**src/msp_pkg.sv**
```systemverilog
`timescale 1ns / 1ps
// ----------------------------------------------------------------------------
// msp_pkg
// Types and constants shared by the shortest path cells and the top level.
// ----------------------------------------------------------------------------
package msp_pkg;

  localparam int unsigned MaxNodes = 64;
  localparam int unsigned IdxW     = 6;
  localparam int unsigned CntW     = 7;
  localparam int unsigned CostW    = 16;
  localparam int unsigned TimeW    = 24;

  localparam logic [TimeW-1:0] TimeAll = {TimeW{1'b1}};
  localparam logic [TimeW-1:0] TimeTop = {{(TimeW-1){1'b1}}, 1'b0};

  typedef enum logic [2:0] {
    OP_SET_COST = 3'd0,
    OP_ADD_EDGE = 3'd1,
    OP_MARK_SRC = 3'd2,
    OP_RUN      = 3'd3,
    OP_READ     = 3'd4,
    OP_CLEAR    = 3'd5
  } op_e;

  typedef enum logic [2:0] {
    CELL_NONE,
    CELL_SET_COST,
    CELL_ADD_EDGE,
    CELL_MARK_SRC,
    CELL_CLEAR,
    CELL_INIT,
    CELL_RELAX
  } cell_op_e;

  typedef enum logic [1:0] {
    S_IDLE,
    S_LAUNCH,
    S_SEARCH,
    S_RESULT
  } state_e;

  typedef struct packed {
    cell_op_e          op;
    logic [IdxW-1:0]   node;
    logic [IdxW-1:0]   other;
    logic [CostW-1:0]  cost;
    logic [IdxW-1:0]   pick;
    logic [TimeW-1:0]  least;
    logic [CntW-1:0]   count;
  } cmd_t;

  typedef struct packed {
    logic              valid;
    logic              found;
    logic [IdxW-1:0]   pick;
    logic [TimeW-1:0]  least;
    logic [TimeW-1:0]  most;
    logic              missing;
  } token_t;

endpackage

```
**src/msp_cell.sv**
```systemverilog
`timescale 1ns / 1ps
// ----------------------------------------------------------------------------
// msp_cell
// One graph node: its cost, source mark, adjacency row, time and settled flag.
// A search token passes through its register and picks up the least unsettled time.
// ----------------------------------------------------------------------------
module msp_cell (
  input  logic                       clk_i,
  input  logic                       rst_ni,
  input  logic [msp_pkg::IdxW-1:0]   idx_i,
  input  msp_pkg::cmd_t              cmd_i,
  input  msp_pkg::token_t            tok_i,
  output msp_pkg::token_t            tok_o,
  output logic [msp_pkg::TimeW-1:0]  best_o
);

  logic [msp_pkg::MaxNodes-1:0] adj_q, adj_d;
  logic [msp_pkg::CostW-1:0]    cost_q, cost_d;
  logic                         src_q, src_d;
  logic [msp_pkg::TimeW-1:0]    best_q, best_d;
  logic                         set_q, set_d;
  msp_pkg::token_t              tok_q, tok_d;
  logic                         in_use;
  logic [msp_pkg::TimeW:0]      sum;
  logic [msp_pkg::TimeW-1:0]    cand;

  assign in_use = {1'b0, idx_i} < cmd_i.count;
  assign sum    = {1'b0, cmd_i.least} + {{(msp_pkg::TimeW+1-msp_pkg::CostW){1'b0}}, cost_q};
  assign cand   = (sum > {1'b0, msp_pkg::TimeTop}) ? msp_pkg::TimeTop
                                                    : sum[msp_pkg::TimeW-1:0];

  always_comb begin
    tok_d = tok_i;
    if (tok_i.valid && in_use) begin
      if (!set_q && best_q < tok_i.least) begin
        tok_d.least = best_q;
        tok_d.pick  = idx_i;
        tok_d.found = 1'b1;
      end
      if (best_q == msp_pkg::TimeAll) begin
        tok_d.missing = 1'b1;
      end else if (best_q > tok_i.most) begin
        tok_d.most = best_q;
      end
    end
  end

  always_comb begin
    adj_d  = adj_q;
    cost_d = cost_q;
    src_d  = src_q;
    best_d = best_q;
    set_d  = set_q;
    case (cmd_i.op)
      msp_pkg::CELL_SET_COST: begin
        if (cmd_i.node == idx_i) cost_d = cmd_i.cost;
      end
      msp_pkg::CELL_ADD_EDGE: begin
        if (cmd_i.node == idx_i) adj_d[cmd_i.other] = 1'b1;
        if (cmd_i.other == idx_i) adj_d[cmd_i.node] = 1'b1;
      end
      msp_pkg::CELL_MARK_SRC: begin
        if (cmd_i.node == idx_i) src_d = 1'b1;
      end
      msp_pkg::CELL_CLEAR: begin
        adj_d  = '0;
        cost_d = '0;
        src_d  = 1'b0;
        best_d = msp_pkg::TimeAll;
        set_d  = 1'b0;
      end
      msp_pkg::CELL_INIT: begin
        set_d  = 1'b0;
        best_d = (src_q && in_use)
                 ? {{(msp_pkg::TimeW-msp_pkg::CostW){1'b0}}, cost_q}
                 : msp_pkg::TimeAll;
      end
      msp_pkg::CELL_RELAX: begin
        if (cmd_i.pick == idx_i) begin
          set_d = 1'b1;
        end else if (in_use && !set_q && adj_q[cmd_i.pick] && cand < best_q) begin
          best_d = cand;
        end
      end
      default: ;
    endcase
  end

  always_ff @(posedge clk_i or negedge rst_ni) begin
    if (!rst_ni) begin
      adj_q  <= '0;
      cost_q <= '0;
      src_q  <= 1'b0;
      best_q <= msp_pkg::TimeAll;
      set_q  <= 1'b0;
      tok_q  <= '0;
    end else begin
      adj_q  <= adj_d;
      cost_q <= cost_d;
      src_q  <= src_d;
      best_q <= best_d;
      set_q  <= set_d;
      tok_q  <= tok_d;
    end
  end

  assign tok_o  = tok_q;
  assign best_o = best_q;

endmodule
```
**config.mk**
```make
export PLATFORM = sky130hd
export DESIGN_NAME = msp_cell
export DESIGN_NICKNAME = d
export VERILOG_FILES = /design/src/msp_pkg.sv /design/src/msp_cell.sv
export SDC_FILE = /design/constraint.sdc
export NUM_CORES = 1
export LEC_CHECK = 0
export BUFFER_PORTS_ARGS = -buffer_cell sky130_fd_sc_hd__buf_2
export CORE_UTILIZATION = 45
export CTS_CLUSTER_SIZE = 28
export DETAILED_ROUTE_END_ITERATION = 10
export GPL_ROUTABILITY_DRIVEN = 0
export GPL_TIMING_DRIVEN = 0
export PLACE_DENSITY = 0.67
export SLEW_MARGIN = 40
export SYNTH_ARGS = -nofsm -noshare
export SYNTH_HDL_FRONTEND = slang
export SYNTH_SLANG_ARGS = --single-unit
```
**constraint.sdc**
```tcl
create_clock -name clk_i -period 5.1 [get_ports clk_i]
set_input_delay 0.255 -clock clk_i [delete_from_list [all_inputs] [get_ports clk_i]]
set_output_delay 0.255 -clock clk_i [all_outputs]
set_load 0.1 [all_outputs]
```
==> summary.md <==
| Metric | Value |
|---|---|
| Post-layout nets | 1,647 |
| Smallest setup slack after layout | 0.210 ns |
| P per Cell Area | 323 nW/um^2 |
| Number of rows in the core area | 57 |
| Antenna Violating Nets Remaining | 0 |
| Boundary pin count | 214 |
| CP Max Fanout | 10 |
| Final Routed Wirelength | 34,600 um |
| Synthesized instance count | 1,191 |
| Worst reg2reg startpoint | cost_q[0]$_DFFE_PN0P_ |
| Max Clock Skew | 0.0125 ns |
| Final period demand of the worst path | 4.89 ns |
| Count leader, synth | sky130_fd_sc_hd__dfrtp_1 |
| Crit path max-delay cell type | sky130_fd_sc_hd__fa_1 |
| Syn. warnings | 0 |
| Share of synthesized area occupied by flip-flops and latches | 0.370 |
| Number of distinct standard cells referenced by the synthesized netlist | 73 |
| Clock-pin slew on the worst setup and hold paths | 0.07 ns |
| Pin count of the biggest net entering global routing | 74 |
| Initial Util | 0.458 |
| Num CTS Buffers | 17 |
| Synthesis-to-layout area growth | 20.4% |
| Final setup violating endpoints | 0 |
| Chip Width | 159 um |
| Sum of negative setup slack | 0 ns |
| Clock tree from TritonCTS | done |
| Die height | 159 um |
| GRT Resource Usage Total | 0.275 |
| Flip-flop and latch count after synthesis | 163 |
| Area share of the largest cell type after synthesis | 0.313 |
| Slew headroom | 0.418 |
| Clock buffer depth | 2 |
| Nature of the critical path startpoint | register |
| CTS sink count | 163 |
| Critical R2R Capture | best_o[14]$_DFFE_PN1P_ |
| Biggest area contributors in the synthesized netlist | sky130_fd_sc_hd__dfrtp_1, sky130_fd_sc_hd__ha_1, sky130_fd_sc_hd__dfstp_2 |
| Total die area | 25,300 sq um |
| Critical Path End Type | register |
| Setup Crit Path Kind | reg -> reg |
| Tcrit/Tclk final | 0.959 |
| Number of I/O port buffers | 202 |
| Cell Count Post-Placement | 1,719 |
| Global-route congestion overflow total | 0 |
| List of cells traversed by the critical path | ha_1 > inv_1 > fa_1 > nand2b_1 > a211oi_4 > a41oi_2 > o311ai_4 > a31oi_4 > nor2_1 > mux2_2 > ha_1 > nand4_1 > nor4_2 > o211ai_1 > nand4_1 > nor4bb_4 > a21oi_4 > o311ai_4 > nand2_4 > clkbuf_4 > mux2i_1 |
| Worst hold-check path type | in -> reg |
| Transition time of the tightest slew-check pin | 0.863 ns |
| Core box area | 24,200 sq um |
| Longest individual stage delay on the worst path | 0.39 ns |
| Worst-case hold path end point | tok_o[55]$_DFF_PN0_ |
| Wire length of the first global-routing pass | 54,900 um |
| Max-slew violation total from the final report | 0 |
| Number of synthesized flops with an enable pin | 0 |
| CTS Root Cell | sky130_fd_sc_hd__clkbuf_16 |
| Peak ir drop on the vdd network | 198 uV |
| Synth Area per Inst | 9.32 sq um |
| Max-capacitance violation count | 0 |
| Register-to-Register Setup Slack | 0.21 ns |
| Cell area after technology mapping | 11,100 sq um |
| Drt pass-1 iters | 6 |
| Routed via count | 10.2k |
| Final number of hold-violating endpoints | 0 |
| Clock latency at the later pin of the worst-skew pair | 0.44 ns |
| Placed standard-cell area | 12,600 sq um |
| Via count of the first global-routing pass | 10.1k |
| Leading post-synthesis cells by instance count | sky130_fd_sc_hd__dfrtp_1, sky130_fd_sc_hd__nand2_1, sky130_fd_sc_hd__a21oi_1 |
| Final HPWL DP | 26,400 um |
| Outcome | finished clean |
| Post-route non-filler standard cell count | 1,761 |
| Layout cell share with drive strength beyond 1 | 0.246 |
| Max Clock Freq | 205 MHz |
| Average via count per standard cell | 5.80 |
| Area of all placed cells without fillers | 13,400 sq um |
| Number of design-rule violations left by the first detailed-router iteration | 922 |
| Origin of the worst setup path | cost_q[0]$_DFFE_PN0P_ |
| Synthesized netlist net count | 1,416 |
| Ys flop type | sky130_fd_sc_hd__dfrtp_1 |
| Worst path bufs/invs | 2 |
| Critical hold path startpoint | tok_i[55] |
| Post-synth ARST share | 1.00 |
| Crit path arrival time | 5.24 ns |
| # DRC | 0 |
| Reg2reg path depth | 21 |
| Required time of the critical path | 5.45 ns |
| Library cell with the largest summed area after synthesis | sky130_fd_sc_hd__dfrtp_1 |
| Worst setup timing slack at the placement stage | -0.363 ns |
| Number of cells on the worst hold path | 2 |
| Top delay family on crit path | compound AO/OA/AOI/OAI gates |
| Number of levels the H-tree was split into | 4 |
| Leakage power summed over all cells | 6.38 nW |
| Antenna violations before repair | 2 |
| Average detailed-routed wire length per instance | 19.6 um |
| Total power | 4.32 mW |
## kinds of logic (layout without fill, tap and decap cells)
family                   after synthesis  in the layout  share of synthesized area
AO/OA/AOI/OAI                        325            326                      0.188
flip-flops                           163            163                      0.370
XOR/XNOR                              34             34                     0.0268
buffers and inverters                143            386                     0.0511
adder cells (fa/ha/maj)               92             92                      0.104
other                                  0              2                          0
AND/OR/NAND/NOR                      337            337                      0.147
multiplexers                          97             97                      0.112
## layer usage
metal | track usage | up-vias | wire, um
met3 | 0.0482 | 68 | 2570
met4 | 0.0953 | 0 | 838
met5 | 0 | - | 0
li1 | - | 4819 | -
met1 | 0.391 | 4856 | 15800
met2 | 0.422 | 478 | 15400
## worst max-delay path by stage
stage	endpoint	slack, ns	cells past startpoint
after floorplan	best_o[10]$_DFFE_PN1P_	0.53	22
after global placement	best_o[5]$_DFFE_PN1P_	-0.34	18
after detailed placement	best_o[16]$_DFFE_PN1P_	-0.36	22
after CTS	best_o[16]$_DFFE_PN1P_	0.01	22
after global routing	best_o[10]$_DFFE_PN1P_	-0.0006	21
final	best_o[14]$_DFFE_PN1P_	0.21	21
## sequential cells by signal, summed over array words and instances (netlist names)
signal	flops
cost_q	16
adj_q	64
tok_o	57
src_q	1
set_q	1
best_o	24
## power breakdown
group / total, mW / switching (mW) / internal, mW
combinational: 1.47 / 1.11 / 0.359
sequential: 1.48 / 0.0764 / 1.40
clock: 1.37 / 0.588 / 0.787
total: 4.32 / 1.77 / 2.55
## metrics by stage
stage	util	hold slack, ns
6_report	0.551	0.0101
5_1_grt	0.551	0.0111
4_1_cts	0.547	0.000529
3_5_place_dp	0.519	0.127
3_3_place_gp	0.516	0.400
2_1_floorplan	-	-0.0406
## timing repair
item / CTS / global route
resized for setup: 10 / 16
setup buffers: 1 / 4
endpoints found under the hold margin: 26 / 0
endpoints found under the setup margin: 24 / 24
hold buffers: 2 / 0
pin swaps: 1 / 4
cloned: 0 / 1
## layout make-up
cell class / count / area, sq um
buffer: 60 / 262
fill: 2198 / 10900
sequential: 163 / 4110
multi-input combinational: 886 / 6530
antenna: 2 / 5.00
clock buffer: 18 / 429
timing repair buffer: 211 / 1130
tap: 324 / 405
inverter: 83 / 312
clock inverter: 14 / 186
## worst register-to-register path: stages (launching register included)
cell and delay, ns:
sky130_fd_sc_hd__dfrtp_1 0.38, sky130_fd_sc_hd__ha_1 0.17, sky130_fd_sc_hd__inv_1 0.05, sky130_fd_sc_hd__fa_1 0.39
sky130_fd_sc_hd__nand2b_1 0.21, sky130_fd_sc_hd__a211oi_4 0.28, sky130_fd_sc_hd__a41oi_2 0.18, sky130_fd_sc_hd__o311ai_4 0.16
sky130_fd_sc_hd__a31oi_4 0.20, sky130_fd_sc_hd__nor2_1 0.15, sky130_fd_sc_hd__mux2_2 0.36, sky130_fd_sc_hd__ha_1 0.29
sky130_fd_sc_hd__nand4_1 0.18, sky130_fd_sc_hd__nor4_2 0.31, sky130_fd_sc_hd__o211ai_1 0.17, sky130_fd_sc_hd__nand4_1 0.17
sky130_fd_sc_hd__nor4bb_4 0.08, sky130_fd_sc_hd__a21oi_4 0.23, sky130_fd_sc_hd__o311ai_4 0.19, sky130_fd_sc_hd__nand2_4 0.14
sky130_fd_sc_hd__clkbuf_4 0.26, sky130_fd_sc_hd__mux2i_1 0.25
## cell usage in the layout (no fill, tap or decap), types with 7 or more instances in the layout
master                      synthesis  final
sky130_fd_sc_hd__clkbuf_1          44     44
sky130_fd_sc_hd__inv_1             83     83
sky130_fd_sc_hd__nand2_1          109    109
sky130_fd_sc_hd__o21ai_1            6      7
sky130_fd_sc_hd__or2_2             13     13
sky130_fd_sc_hd__buf_4              1      7
sky130_fd_sc_hd__a21oi_1          104    102
sky130_fd_sc_hd__dfstp_2           24     24
sky130_fd_sc_hd__nor2b_1           11     11
sky130_fd_sc_hd__dfrtp_1          139    139
sky130_fd_sc_hd__clkbuf_16          0     17
sky130_fd_sc_hd__buf_2              9    209
sky130_fd_sc_hd__a21o_1            20     20
sky130_fd_sc_hd__xnor2_1           25     25
sky130_fd_sc_hd__mux2i_1           60     60
sky130_fd_sc_hd__nor2_1            88     87
sky130_fd_sc_hd__a22o_1            13     13
sky130_fd_sc_hd__nand4_1           28     28
sky130_fd_sc_hd__nand2b_1          10     10
sky130_fd_sc_hd__o22ai_1           65     65
sky130_fd_sc_hd__xor2_1             9      9
sky130_fd_sc_hd__nand3b_1           8      8
sky130_fd_sc_hd__mux2_4             8      8
sky130_fd_sc_hd__nor4_1             9      7
sky130_fd_sc_hd__o21ai_0           53     50
sky130_fd_sc_hd__ha_1              91     91
sky130_fd_sc_hd__mux2_2            10     10
sky130_fd_sc_hd__nand3_1           25     25
sky130_fd_sc_hd__mux4_2            17     17
Note: power is estimated with default switching activity, not from simulation.
